===== src/design/msrcs_pkg.sv =====
// ----------------------------------------------------------------------------
// msrcs_pkg
// Shared constants and codes for the motor speed ramp command sequencer.
// ----------------------------------------------------------------------------
package msrcs_pkg;

   localparam int QUEUE_DEPTH = 32;
   localparam int QADDR_W     = $clog2(QUEUE_DEPTH);
   localparam int QFILL_W     = $clog2(QUEUE_DEPTH + 1);

   localparam int REQ_DATA_W  = 48;
   localparam int RSP_DATA_W  = 56;
   localparam int CSR_ADDR_W  = 3;
   localparam int CSR_DATA_W  = 16;

   localparam logic [15:0] SPEED_ZERO = 16'd32000;

   localparam logic signed [15:0] SPEED_MIN_RST     = -16'sd5500;
   localparam logic        [15:0] SPEED_MAX_RST     = 16'd5500;
   localparam logic        [13:0] RAMP_STEP_RST     = 14'd500;
   localparam logic        [14:0] PHASE_CURRENT_RST = 15'd300;
   localparam logic        [9:0]  SEND_INTERVAL_RST = 10'd50;

   localparam logic [7:0] ANNOUNCE_BYTE  = 8'h55;
   localparam logic [7:0] HANDSHAKE_BYTE = 8'hAA;
   localparam logic [7:0] CONTROL_CMD    = 8'b0000_0011;

   localparam logic [1:0] FUNC_SPEED = 2'd0;
   localparam logic [1:0] FUNC_FRAME = 2'd1;
   localparam logic [1:0] FUNC_TICK  = 2'd2;

   localparam logic [1:0] KIND_STATUS    = 2'd0;
   localparam logic [1:0] KIND_HANDSHAKE = 2'd1;
   localparam logic [1:0] KIND_COMMAND   = 2'd2;

   localparam logic [1:0] STATUS_ACCEPTED = 2'd0;
   localparam logic [1:0] STATUS_RANGE    = 2'd1;
   localparam logic [1:0] STATUS_OVERFLOW = 2'd2;

   localparam logic [CSR_ADDR_W-1:0] CSR_SPEED_MIN     = 3'd0;
   localparam logic [CSR_ADDR_W-1:0] CSR_SPEED_MAX     = 3'd1;
   localparam logic [CSR_ADDR_W-1:0] CSR_RAMP_STEP     = 3'd2;
   localparam logic [CSR_ADDR_W-1:0] CSR_PHASE_CURRENT = 3'd3;
   localparam logic [CSR_ADDR_W-1:0] CSR_SEND_INTERVAL = 3'd4;

   typedef logic [QADDR_W-1:0] qaddr_type;
   typedef logic [QFILL_W-1:0] qfill_type;

endpackage


===== src/design/motor_speed_ramp_command_sequencer.sv =====
// ----------------------------------------------------------------------------
// motor_speed_ramp_command_sequencer
// Speed request ramping, motor frame answering and send interval timing.
// ----------------------------------------------------------------------------
// One beat is handled at a time; req_tready is low until it is finished.
// A tick, an unused func or a motor frame arriving before the send interval
// is up goes back to idle after decode with no reply; a handshake or
// out-of-range request goes on to the emit state, a command frame through
// the send state to emit. An in-range speed request passes the ramp state,
// queueing at most QUEUE_DEPTH ramp steps one per cycle by a single
// add/compare unit writing the queue RAM; a stall on rsp_tready holds emit.
module motor_speed_ramp_command_sequencer (
   input  logic                                clock,
   input  logic                                reset,
   input  logic                                req_tvalid,
   output logic                                req_tready,
   // requested_rpm[16:0], rx_first_byte[24:17], rx_middle_byte[32:25],
   // rx_last_byte[40:33], zero fill
   input  logic [msrcs_pkg::REQ_DATA_W-1:0]    req_tdata,
   // func[1:0]
   input  logic [1:0]                          req_tuser,
   output logic                                rsp_tvalid,
   input  logic                                rsp_tready,
   // status[1:0], phase_word[17:2], speed_word[33:18], control_byte[41:34],
   // life_byte[49:42], zero fill
   output logic [msrcs_pkg::RSP_DATA_W-1:0]    rsp_tdata,
   // result_kind[1:0]
   output logic [1:0]                          rsp_tuser,
   input  logic                                csr_we,
   input  logic [msrcs_pkg::CSR_ADDR_W-1:0]    csr_addr,
   input  logic [msrcs_pkg::CSR_DATA_W-1:0]    csr_wdata
);

   import msrcs_pkg::*;

   localparam logic [2:0] S_IDLE   = 3'd0;
   localparam logic [2:0] S_DECODE = 3'd1;
   localparam logic [2:0] S_RAMP   = 3'd2;
   localparam logic [2:0] S_SEND   = 3'd3;
   localparam logic [2:0] S_EMIT   = 3'd4;

   logic [2:0]         state_ff, state_in;
   logic [1:0]         func_ff, func_in;
   logic signed [16:0] rpm_ff, rpm_in;
   logic [7:0]         b0_ff, b0_in, b3_ff, b3_in, b7_ff, b7_in;

   logic signed [15:0] speed_min_ff, speed_min_in;
   logic [15:0]        speed_max_ff, speed_max_in;
   logic [13:0]        ramp_step_ff, ramp_step_in;
   logic [14:0]        phase_current_ff, phase_current_in;
   logic [9:0]         send_interval_ff, send_interval_in;

   logic [15:0]        commanded_ff, commanded_in;
   logic [15:0]        aligned_ff, aligned_in;
   logic [7:0]         life_ff, life_in;
   logic [9:0]         ms_ff, ms_in;
   qaddr_type          head_ff, head_in, tail_ff, tail_in;
   qfill_type          fill_ff, fill_in;

   logic [15:0]        target_ff, target_in;
   logic [15:0]        cur_ff, cur_in;
   logic               up_ff, up_in;
   logic               from_q_ff, from_q_in;

   logic [1:0]         res_kind_ff, res_kind_in;
   logic [1:0]         res_status_ff, res_status_in;
   logic [15:0]        res_phase_ff, res_phase_in;
   logic [15:0]        res_speed_ff, res_speed_in;
   logic [7:0]         res_ctl_ff, res_ctl_in;
   logic [7:0]         res_life_ff, res_life_in;

   logic                  rsp_valid_ff, rsp_valid_in;
   logic [RSP_DATA_W-1:0] rsp_data_ff, rsp_data_in;
   logic [1:0]            rsp_kind_ff, rsp_kind_in;

   logic               req_beat;
   logic               out_free;
   logic signed [17:0] rpm_x, min_x, max_x, sum_x;
   logic               out_of_range;
   logic [15:0]        target_sat;
   logic [15:0]        step_eff;
   logic [15:0]        remain;
   logic [15:0]        cur_next;
   logic               ram_we;
   logic [15:0]        ram_rd;
   logic [15:0]        send_speed;
   logic               announce;

   assign req_beat = req_tvalid && req_tready;
   assign out_free = !rsp_valid_ff || rsp_tready;

   assign rpm_x  = {rpm_ff[16], rpm_ff};
   assign min_x  = {{2{speed_min_ff[15]}}, speed_min_ff};
   assign max_x  = $signed({2'b00, speed_max_ff});
   assign sum_x  = $signed({2'b00, SPEED_ZERO}) + rpm_x;
   assign out_of_range = (rpm_x < min_x) || (rpm_x > max_x);
   assign target_sat = sum_x[17] ? 16'd0 :
                       (sum_x[16] ? 16'hFFFF : sum_x[15:0]);

   assign step_eff = (ramp_step_ff == 14'd0) ? 16'd1 : {2'b00, ramp_step_ff};
   assign remain   = up_ff ? (target_ff - cur_ff) : (cur_ff - target_ff);
   assign cur_next = up_ff ? (cur_ff + step_eff) : (cur_ff - step_eff);
   assign announce = (b0_ff == ANNOUNCE_BYTE) && (b3_ff == ANNOUNCE_BYTE) &&
                     (b7_ff == ANNOUNCE_BYTE);
   assign send_speed = from_q_ff ? ram_rd : commanded_ff;

   assign ram_we = (state_ff == S_RAMP) && (remain > step_eff) &&
                   (fill_ff != QFILL_W'(QUEUE_DEPTH));

   msrcs_ram #(
      .WIDTH (16),
      .DEPTH (QUEUE_DEPTH)
   ) u_queue (
      .clock   (clock),
      .wr_en   (ram_we),
      .wr_addr (tail_ff),
      .wr_data (cur_next),
      .rd_addr (head_ff),
      .rd_data (ram_rd)
   );

   always_comb begin
      speed_min_in     = speed_min_ff;
      speed_max_in     = speed_max_ff;
      ramp_step_in     = ramp_step_ff;
      phase_current_in = phase_current_ff;
      send_interval_in = send_interval_ff;
      if (csr_we) begin
         unique case (csr_addr)
            CSR_SPEED_MIN:     speed_min_in     = $signed(csr_wdata);
            CSR_SPEED_MAX:     speed_max_in     = csr_wdata;
            CSR_RAMP_STEP:     ramp_step_in     = csr_wdata[13:0];
            CSR_PHASE_CURRENT: phase_current_in = csr_wdata[14:0];
            CSR_SEND_INTERVAL: send_interval_in = csr_wdata[9:0];
            default: ;
         endcase
      end
   end

   always_comb begin
      state_in      = state_ff;
      func_in       = func_ff;
      rpm_in        = rpm_ff;
      b0_in         = b0_ff;
      b3_in         = b3_ff;
      b7_in         = b7_ff;
      commanded_in  = commanded_ff;
      aligned_in    = aligned_ff;
      life_in       = life_ff;
      ms_in         = ms_ff;
      head_in       = head_ff;
      tail_in       = tail_ff;
      fill_in       = fill_ff;
      target_in     = target_ff;
      cur_in        = cur_ff;
      up_in         = up_ff;
      from_q_in     = from_q_ff;
      res_kind_in   = res_kind_ff;
      res_status_in = res_status_ff;
      res_phase_in  = res_phase_ff;
      res_speed_in  = res_speed_ff;
      res_ctl_in    = res_ctl_ff;
      res_life_in   = res_life_ff;
      rsp_valid_in  = rsp_valid_ff && !rsp_tready;
      rsp_data_in   = rsp_data_ff;
      rsp_kind_in   = rsp_kind_ff;

      unique case (state_ff)
         S_IDLE: begin
            if (req_beat) begin
               func_in  = req_tuser;
               rpm_in   = $signed(req_tdata[16:0]);
               b0_in    = req_tdata[24:17];
               b3_in    = req_tdata[32:25];
               b7_in    = req_tdata[40:33];
               state_in = S_DECODE;
            end
         end
         S_DECODE: begin
            res_status_in = STATUS_ACCEPTED;
            res_phase_in  = 16'd0;
            res_speed_in  = 16'd0;
            res_ctl_in    = 8'd0;
            res_life_in   = 8'd0;
            state_in      = S_IDLE;
            unique case (func_ff)
               FUNC_SPEED: begin
                  res_kind_in = KIND_STATUS;
                  if (out_of_range) begin
                     res_status_in = STATUS_RANGE;
                     state_in      = S_EMIT;
                  end else begin
                     target_in = target_sat;
                     cur_in    = commanded_ff;
                     up_in     = target_sat > commanded_ff;
                     state_in  = S_RAMP;
                  end
               end
               FUNC_FRAME: begin
                  if (announce) begin
                     res_kind_in  = KIND_HANDSHAKE;
                     res_phase_in = {HANDSHAKE_BYTE, HANDSHAKE_BYTE};
                     res_speed_in = {HANDSHAKE_BYTE, HANDSHAKE_BYTE};
                     res_ctl_in   = HANDSHAKE_BYTE;
                     res_life_in  = HANDSHAKE_BYTE;
                     life_in      = 8'd0;
                     ms_in        = 10'd0;
                     state_in     = S_EMIT;
                  end else if (ms_ff >= send_interval_ff) begin
                     from_q_in = (fill_ff != '0);
                     state_in  = S_SEND;
                  end
               end
               FUNC_TICK: begin
                  if (ms_ff < send_interval_ff) begin
                     ms_in = ms_ff + 10'd1;
                  end
               end
               default: ;
            endcase
         end
         S_RAMP: begin
            if (remain > step_eff && fill_ff != QFILL_W'(QUEUE_DEPTH)) begin
               cur_in  = cur_next;
               fill_in = fill_ff + QFILL_W'(1);
               tail_in = (tail_ff == QADDR_W'(QUEUE_DEPTH - 1)) ? '0
                                                                 : tail_ff + QADDR_W'(1);
            end else begin
               res_status_in = (remain > step_eff) ? STATUS_OVERFLOW : STATUS_ACCEPTED;
               commanded_in  = target_ff;
               state_in      = S_EMIT;
            end
         end
         S_SEND: begin
            if (from_q_ff) begin
               fill_in = fill_ff - QFILL_W'(1);
               head_in = (head_ff == QADDR_W'(QUEUE_DEPTH - 1)) ? '0
                                                                 : head_ff + QADDR_W'(1);
            end
            if (send_speed > SPEED_ZERO) begin
               aligned_in = SPEED_ZERO + {1'b0, phase_current_ff};
            end else if (send_speed < SPEED_ZERO) begin
               aligned_in = ({1'b0, phase_current_ff} > SPEED_ZERO) ? 16'd0
                            : SPEED_ZERO - {1'b0, phase_current_ff};
            end
            res_kind_in  = KIND_COMMAND;
            res_phase_in = aligned_in;
            res_speed_in = send_speed;
            res_ctl_in   = CONTROL_CMD;
            res_life_in  = life_ff;
            life_in      = life_ff + 8'd1;
            ms_in        = 10'd0;
            state_in     = S_EMIT;
         end
         S_EMIT: begin
            if (out_free) begin
               rsp_valid_in = 1'b1;
               rsp_kind_in  = res_kind_ff;
               rsp_data_in  = {6'd0, res_life_ff, res_ctl_ff, res_speed_ff,
                               res_phase_ff, res_status_ff};
               state_in     = S_IDLE;
            end
         end
         default: state_in = S_IDLE;
      endcase
   end

   always_ff @(posedge clock) begin
      if (reset) begin
         state_ff         <= S_IDLE;
         speed_min_ff     <= SPEED_MIN_RST;
         speed_max_ff     <= SPEED_MAX_RST;
         ramp_step_ff     <= RAMP_STEP_RST;
         phase_current_ff <= PHASE_CURRENT_RST;
         send_interval_ff <= SEND_INTERVAL_RST;
         commanded_ff     <= SPEED_ZERO;
         aligned_ff       <= SPEED_ZERO;
         life_ff          <= 8'd0;
         ms_ff            <= 10'd0;
         head_ff          <= '0;
         tail_ff          <= '0;
         fill_ff          <= '0;
         rsp_valid_ff     <= 1'b0;
      end else begin
         state_ff         <= state_in;
         speed_min_ff     <= speed_min_in;
         speed_max_ff     <= speed_max_in;
         ramp_step_ff     <= ramp_step_in;
         phase_current_ff <= phase_current_in;
         send_interval_ff <= send_interval_in;
         commanded_ff     <= commanded_in;
         aligned_ff       <= aligned_in;
         life_ff          <= life_in;
         ms_ff            <= ms_in;
         head_ff          <= head_in;
         tail_ff          <= tail_in;
         fill_ff          <= fill_in;
         rsp_valid_ff     <= rsp_valid_in;
      end
   end

   always_ff @(posedge clock) begin
      func_ff       <= func_in;
      rpm_ff        <= rpm_in;
      b0_ff         <= b0_in;
      b3_ff         <= b3_in;
      b7_ff         <= b7_in;
      target_ff     <= target_in;
      cur_ff        <= cur_in;
      up_ff         <= up_in;
      from_q_ff     <= from_q_in;
      res_kind_ff   <= res_kind_in;
      res_status_ff <= res_status_in;
      res_phase_ff  <= res_phase_in;
      res_speed_ff  <= res_speed_in;
      res_ctl_ff    <= res_ctl_in;
      res_life_ff   <= res_life_in;
      rsp_data_ff   <= rsp_data_in;
      rsp_kind_ff   <= rsp_kind_in;
   end

   assign req_tready = (state_ff == S_IDLE);
   assign rsp_tvalid = rsp_valid_ff;
   assign rsp_tdata  = rsp_data_ff;
   assign rsp_tuser  = rsp_kind_ff;

endmodule


===== src/design/msrcs_ram.sv =====
// ----------------------------------------------------------------------------
// msrcs_ram
// Generic simple dual-port RAM, one write and one registered read port.
// ----------------------------------------------------------------------------
module msrcs_ram #(
   parameter int WIDTH = 16,
   parameter int DEPTH = 32
) (
   input  logic                     clock,
   input  logic                     wr_en,
   input  logic [$clog2(DEPTH)-1:0] wr_addr,
   input  logic [WIDTH-1:0]         wr_data,
   input  logic [$clog2(DEPTH)-1:0] rd_addr,
   output logic [WIDTH-1:0]         rd_data
);

   logic [WIDTH-1:0] mem [DEPTH];
   logic [WIDTH-1:0] rd_data_ff;

   always_ff @(posedge clock) begin
      if (wr_en) begin
         mem[wr_addr] <= wr_data;
      end
      rd_data_ff <= mem[rd_addr];
   end

   assign rd_data = rd_data_ff;

endmodule


===== config.mk =====
export PLATFORM = sky130hd
export DESIGN_NAME = motor_speed_ramp_command_sequencer
export DESIGN_NICKNAME = d
export VERILOG_FILES = /design/src/design/msrcs_pkg.sv /design/src/design/motor_speed_ramp_command_sequencer.sv /design/src/design/msrcs_ram.sv
export SDC_FILE = /design/constraint.sdc
export NUM_CORES = 1
export LEC_CHECK = 0
export ABC_AREA = 1
export BUFFER_PORTS_ARGS = -buffer_cell sky130_fd_sc_hd__buf_2
export CAP_MARGIN = 15
export CORE_MARGIN = 3
export CORE_UTILIZATION = 60
export DETAILED_ROUTE_END_ITERATION = 10
export PLACE_DENSITY = 0.75
export SYNTH_ARGS = -nofsm -noshare
export SYNTH_HDL_FRONTEND = slang
export SYNTH_HIERARCHICAL = 1
export SYNTH_SLANG_ARGS = --single-unit

===== constraint.sdc =====
create_clock -name clock -period 5.6 [get_ports clock]
set_input_delay 1.12 -clock clock [delete_from_list [all_inputs] [get_ports clock]]
set_output_delay 1.12 -clock clock [all_outputs]
set_load 0.02 [all_outputs]

# Word-level counts from Yosys, hierarchy flattened
# Memory sizes are Yosys's and may differ from the RTL's. A register that Yosys moved wholly into a read port is not among the register bits.
# Cells that the tools add are included.
dict set report totals {
  reg_bits 322
  ram_bits 512
  in_bits 74
  out_inout_bits 60
  memories 1
}
# memory words word_bits rd rd_ports_with_merged_regs wr line
set mem_list {}
lappend mem_list {u_queue.mem 32 16 1 1 1 msrcs_ram.sv:17} ;# logic [WIDTH-1:0] mem [DEPTH];
dict set report op_classes {
  n_addsub 13
  magnitude_cmp 9
  n_eq_ne 29
  muxes 53
  n_bitwise 3
  reduce_logical 38
}
# cell n
set op_table {}
lappend op_table {{$mux 16} 13}
lappend op_table {{$pmux 16 s2} 3}
lappend op_table {{$pmux 8 s2} 3}
lappend op_table {{$pmux 10 s2} 2}
lappend op_table {{$mux 8} 4}
lappend op_table {{$sub 16x16->16} 2}
lappend op_table {{$eq 8x7->1 const B} 3}
lappend op_table {{$reduce_and 2->1} 11}
lappend op_table {{$mux 10} 2}
lappend op_table {{$add 16x17->18 const A} 1}
lappend op_table {{$gt 17x17->1} 1}
lappend op_table {{$lt 17x16->1} 1}
lappend op_table {{$add 15x15->16 const A} 1}
lappend op_table {{$add 16x14->16} 1}
lappend op_table {{$gt 16x14->1} 1}
lappend op_table {{$gt 16x15->1 const B} 1}
lappend op_table {{$gt 16x16->1} 1}
lappend op_table {{$lt 16x15->1 const B} 1}
lappend op_table {{$sub 15x15->16 const A} 1}
lappend op_table {{$sub 16x14->16} 1}
lappend op_table {{$gt 15x15->1 const B} 1}
lappend op_table {{$mux 3} 5}
lappend op_table {{$pmux 3 s5} 1}
lappend op_table {{$reduce_and 3->1} 5}
lappend op_table {{37 further kinds} 79}

# Depth between registers and ports, before layout
dict set report depth {
  depth_word 7
  mapped_depth 29
  mapped_depth_nobuf 28
}

# Modules after synthesis
# The synthesis kept the hierarchy.
# mod instances cells_each area_per_inst_um2 seq_area_each_um2
set modules_own_cells {}
lappend modules_own_cells {msrcs_ram 1 1794 21301.7 15695.1}
lappend modules_own_cells {motor_speed_ramp_command_sequencer 1 2026 17065.1 7957.6}

# Worst setup path after synthesis
# OpenSTA, ideal clock, no wires.
dict set report synth_path {
  kind {input to register}
  startpoint {input port req_tvalid}
  endpoint {register b0_ff[0], enable pin}
  arrival_time_ns 4.110
  path_slack_ns 0.993
  stages 2
  cell_sequence {inv_1 > nor3_1}
}
dict set report synth_via {
  elab_chain_cells 2
}
# element line
set synth_rtl {}
lappend synth_rtl {{from (decl)} motor_speed_ramp_command_sequencer.sv:15} ;# input logic req_tvalid,
lappend synth_rtl {{$logic_and 1x1->1} motor_speed_ramp_command_sequencer.sv:89} ;# assign req_beat = req_tvalid && req_tready;
lappend synth_rtl {{$reduce_and 2->1 (no source line)} -}
lappend synth_rtl {{to (signal assigned)} motor_speed_ramp_command_sequencer.sv:305} ;# b0_ff <= b0_in;
lappend synth_rtl {{to (decl)} motor_speed_ramp_command_sequencer.sv:45} ;# logic [7:0] b0_ff, b0_in, b3_ff, b3_in, b7_ff, b7_in;
# No other way between the ends.
# A chain may end at the register's enable or synchronous reset.

# Worst setup path after layout
dict set report layout_path {
  startpoint {register ramp_step_ff[6]}
  endpoint {memory u_queue.mem[11][11] (data pin)}
}
dict set report layout_via {
  elab_chain_cells 4
}
# element line
set layout_rtl {}
lappend layout_rtl {{from (decl)} motor_speed_ramp_command_sequencer.sv:49} ;# logic [13:0] ramp_step_ff, ramp_step_in;
lappend layout_rtl {{from (signal assigned)} motor_speed_ramp_command_sequencer.sv:288} ;# ramp_step_ff <= ramp_step_in;
lappend layout_rtl {{$logic_not 14->1} motor_speed_ramp_command_sequencer.sv:100} ;# assign step_eff = (ramp_step_ff == 14'd0) ? 16'd1 : {2'b00, ramp_step_ff};
lappend layout_rtl {{$mux 14 *} motor_speed_ramp_command_sequencer.sv:100}
lappend layout_rtl {{$sub 16x14->16 or $add 16x14->16 (tied branches)} motor_speed_ramp_command_sequencer.sv:102} ;# assign cur_next = up_ff ? (cur_ff + step_eff) : (cur_ff - step_eff);
lappend layout_rtl {{$mux 16 *} motor_speed_ramp_command_sequencer.sv:102}
lappend layout_rtl {{named net cur_next[11]} motor_speed_ramp_command_sequencer.sv:83} ;# logic [15:0] cur_next;
lappend layout_rtl {{to (decl)} msrcs_ram.sv:17}
# The timed path passes the listed nets; every way through them passes the cells marked *.

==> metrics.md <==
| Metric | Value |
|---|---|
| Static Leak | `17.0 nW` |
| WHS Path Cells | `0` |
| Setup TNS | `0 ps` |
| Initial core utilization | `60.7%` |
| Clk pwr share | `40.5%` |
| Area delta synth->final | `10.5%` |
| WP data required | `6060 ps` |
| Gr ovfl total | `0` |
| Tmin final | `4870 ps` |
| Synth cell types | `51` |
| Share of synthesized flip-flops with an asynchronous set or reset | `0%` |
| Num ports | `134` |
| GP Congestion | `0.917` |
| Final Max Slew Viols | `0` |
| Number of flops mapped to enable cells by yosys | `683` |
| Max_cap viols | `0` |
| H-tree levels | `3` |
| Final design utilization | `67.1%` |
| Clock root cell | `clkbuf_16` |
| DRC viols | `0` |
| Reg2Reg Depth | `16` |
| Synthesized flop and latch total | `840` |
| Hold_buf cts | `0` |
| Sw frac | `22.9%` |
| Worst setup path start | `ramp_step_ff[6]$_SDFFE_PP1P_` |
| CP Class | `flop to flop` |
| Hold path startpoint | `res_life_ff[2]$_SDFFCE_PN0P_` |
| Mean post-synth cell area | `10.0 um2` |
| # setup viols final | `0` |
| Status | `finished, final reports clean` |
| CTS tree | `done` |
| PortBufs | `117` |
| Mapped Area | `38,400 um2` |
| Post-CTS Setup Inserts | `0` |
| Worst r2r dst | `u_queue/mem[11][11]$_DFFE_PP_` |
| DRT Pass-1 Iters | `6` |
| Die H | `259 um` |
| Synth top area share | `53.5%` |
| Min-Delay Endpoint | `rsp_tdata[44]$_DFFE_PP_` |
| Die width | `259 um` |
| Reg area | `23,700 um2` |
| Antenna cells | `0` |
| Final hold vios | `0` |
| Post_cts resized | `0` |
| Clock Skew | `25.9 ps` |
| Crit-path max FO | `18` |
| Startpoint types | `flop` |
| Worst-Skew Late Latency | `640 ps` |
| Combinational Power Share | `7.3%` |
| Switching Power | `3.12 mW` |
| Initial antenna violation count | `1` |
| Post-Syn Instances | `3,820` |
| Max Clock Freq | `0.205 GHz` |
| Sequential-to-total area share from yosys stat | `61.6%` |
| # nets final | `4,142` |
| Fillers | `4,767` |
| Placement Cell Area | `39,700 um2` |
| Top FF cell, synth | `edfxtp_1` |
| WL/cell | `19.4 um` |
| Max transition margin | `28.0%` |
| Design area | `42,400 um2` |
| DR vias | `27,692` |
| ANT nets after route | `0` |
| Clock Path Buffers | `3` |
| R2R setup slack | `730 ps` |
| Vias in the first global route | `25,794` |
| YS warnings | `6` |
| DP Cell Count | `4,691` |
| Layout cell share with drive strength beyond 1 | `9.16%` |
| Peak supply drop | `0.271 mV` |
| Min Hold Slack | `417 ps` |
| Cell taking the most area after synthesis | `edfxtp_1` |
| Internal | `10.5 mW` |
| Tightest Pin Transition | `1080 ps` |
| TritonCTS Buffers | `84` |
| Vias/cell | `5.72` |
| Area of the multi-input gates | `12,600 um2` |
| Final period util | `87.0%` |
| Largest net degree at the start of global routing | `108` |
| Core area | `63,200 um2` |
| PD cells | `321 nW/um2` |
| Cells taking the most area after synthesis | `edfxtp_1 (53%), nand2_1 (11%), dfxtp_1 (8.2%)` |
| Critical Path AT | `5330 ps` |
| Finished Layout Cells | `4,843` |
| Worst Setup End Kind | `flop` |
| # clock sinks | `840` |
| First-pass GRT wire length | `144,000 um` |
| First DRT Iteration DRCs | `2,924` |
| R2r startpoint | `ramp_step_ff[6]$_SDFFE_PP1P_` |
| Worst-path clk slew | `70 ps` |
| Post-DP HPWL | `60,700 um` |
| Worst hold path type | `flop to flop` |
| RSZ-0062 raised after global routing | `false` |
| Flop pwr share | `52.2%` |
| Die area | `67,000 um2` |
| All-Layer GR Usage | `27.8%` |
| Standard-cell rows | `92` |
| Routed WL | `93,900 um` |
-- cells in the mapped netlist (5+ instances only) --
cell type	instances
nand2_1	1122
edfxtp_1	683
nand3_1	469
inv_1	298
nor2_1	194
a21oi_1	168
o21ai_0	162
dfxtp_1	157
ha_1	133
clkbuf_1	50
xor2_1	48
buf_2	47
buf_4	40
o211ai_1	35
nand4_1	32
nor3_1	28
buf_6	27
xnor2_1	16
buf_1	10
nor4_1	10
nor2_2	9
a21o_1	7
o21ai_1	7
a31oi_1	6
inv_2	6
nand3b_1	5
-- through the flow --
stage / setup WS (ps) / power [mW]
6_report: 726 / 13.6
5_1_grt: 172 / 14.1
4_1_cts: 750 / 13.7
3_5_place_dp: 768 / 8.22
3_3_place_gp: 841 / 8.19
2_1_floorplan: 993 / 7.81
-- sequential cells by signal, indices dropped and copies added (netlist names), 10 cells and up --
signal and cells:
aligned_ff 16, commanded_ff 16, cur_ff 16, ms_ff 10, phase_current_ff 15, ramp_step_ff 14, res_phase_ff 16, res_speed_ff 16
rpm_ff 17, rsp_tdata 45, send_interval_ff 10, speed_max_ff 16, speed_min_ff 16, target_ff 16, u_queue/mem 512, u_queue/rd_data 16
-- kinds of logic after synthesis --
kind of cell	synth area share, %
AND/OR/NAND/NOR	20.7
XOR/XNOR	1.46
AO/OA/AOI/OAI	5.74
adder cells (fa/ha/maj)	4.55
buffers and inverters	5.89
other	0.00977
flip-flops	61.6
-- power by group through the flow --
stage          Clock (mW)  Sequential [mW]  Combinational [mW]
5_1_grt              5.84             7.12                1.09
4_1_cts              5.59             7.11               0.978
6_report             5.51             7.12               0.989
2_1_floorplan           0             7.27               0.549
3_5_place_dp            0             7.25               0.972
3_3_place_gp            0             7.24               0.950
-- worst max-delay path by stage --
stage / to / slack, ps / cells after the start
global placement: u_queue/mem[13][13]$_DFFE_PP_ / 840 / 29
CTS: u_queue/mem[13][9]$_DFFE_PP_ / 750 / 29
finish: u_queue/mem[11][11]$_DFFE_PP_ / 730 / 16
global route: u_queue/mem[13][0]$_DFFE_PP_ / 170 / 29
floorplan: b0_ff[0]$_DFFE_PP_ / 990 / 2
detailed placement: u_queue/mem[13][6]$_DFFE_PP_ / 770 / 29
-- area by class of cell --
class	count	share of cell area [%]
Clock inverter	40	0.941
Timing Repair Buffer	193	2.82
Sequential cell	840	55.8
Multi-Input combinational cell	2505	29.7
Inverter	307	2.74
Tap cell	846	2.50
Clock buffer	112	5.46
-- critical path: stages (launching register included) --
cell and delay, ps:
dfxtp_1 340, nor2_1 170, nand3_1 100, nor2_1 260, a31oi_1 160, ha_1 240, nor2_1 130, xor2_1 300
ha_1 380, a21oi_1 180, nand2_1 120, a21oi_1 320, o21ai_1 240, a21boi_0 420, o21ai_1 210, xor2_2 770
buf_4 350
-- layer usage --
metal / wire [um] / GRT usage [%] / part of all wire [%]
met1: 39500 / 39.8 / 42
met2: 42200 / 42.4 / 45
met3: 9350 / 5.96 / 10
met4: 2900 / 9.85 / 3.1
met5: 0 / 0 / 0
-- cells in the final DEF, fill, tap and decap left out, types with 35 or more instances in the layout --
cell and n:
nand2_1 1122, edfxtp_1 683, nand3_1 469, inv_1 296
nor2_1 192, a21oi_1 167, o21ai_0 162, dfxtp_1 154
ha_1 133, buf_2 117, clkbuf_16 87, buf_4 73
xor2_1 39, o211ai_1 35
(Power assumes the default switching activity.)
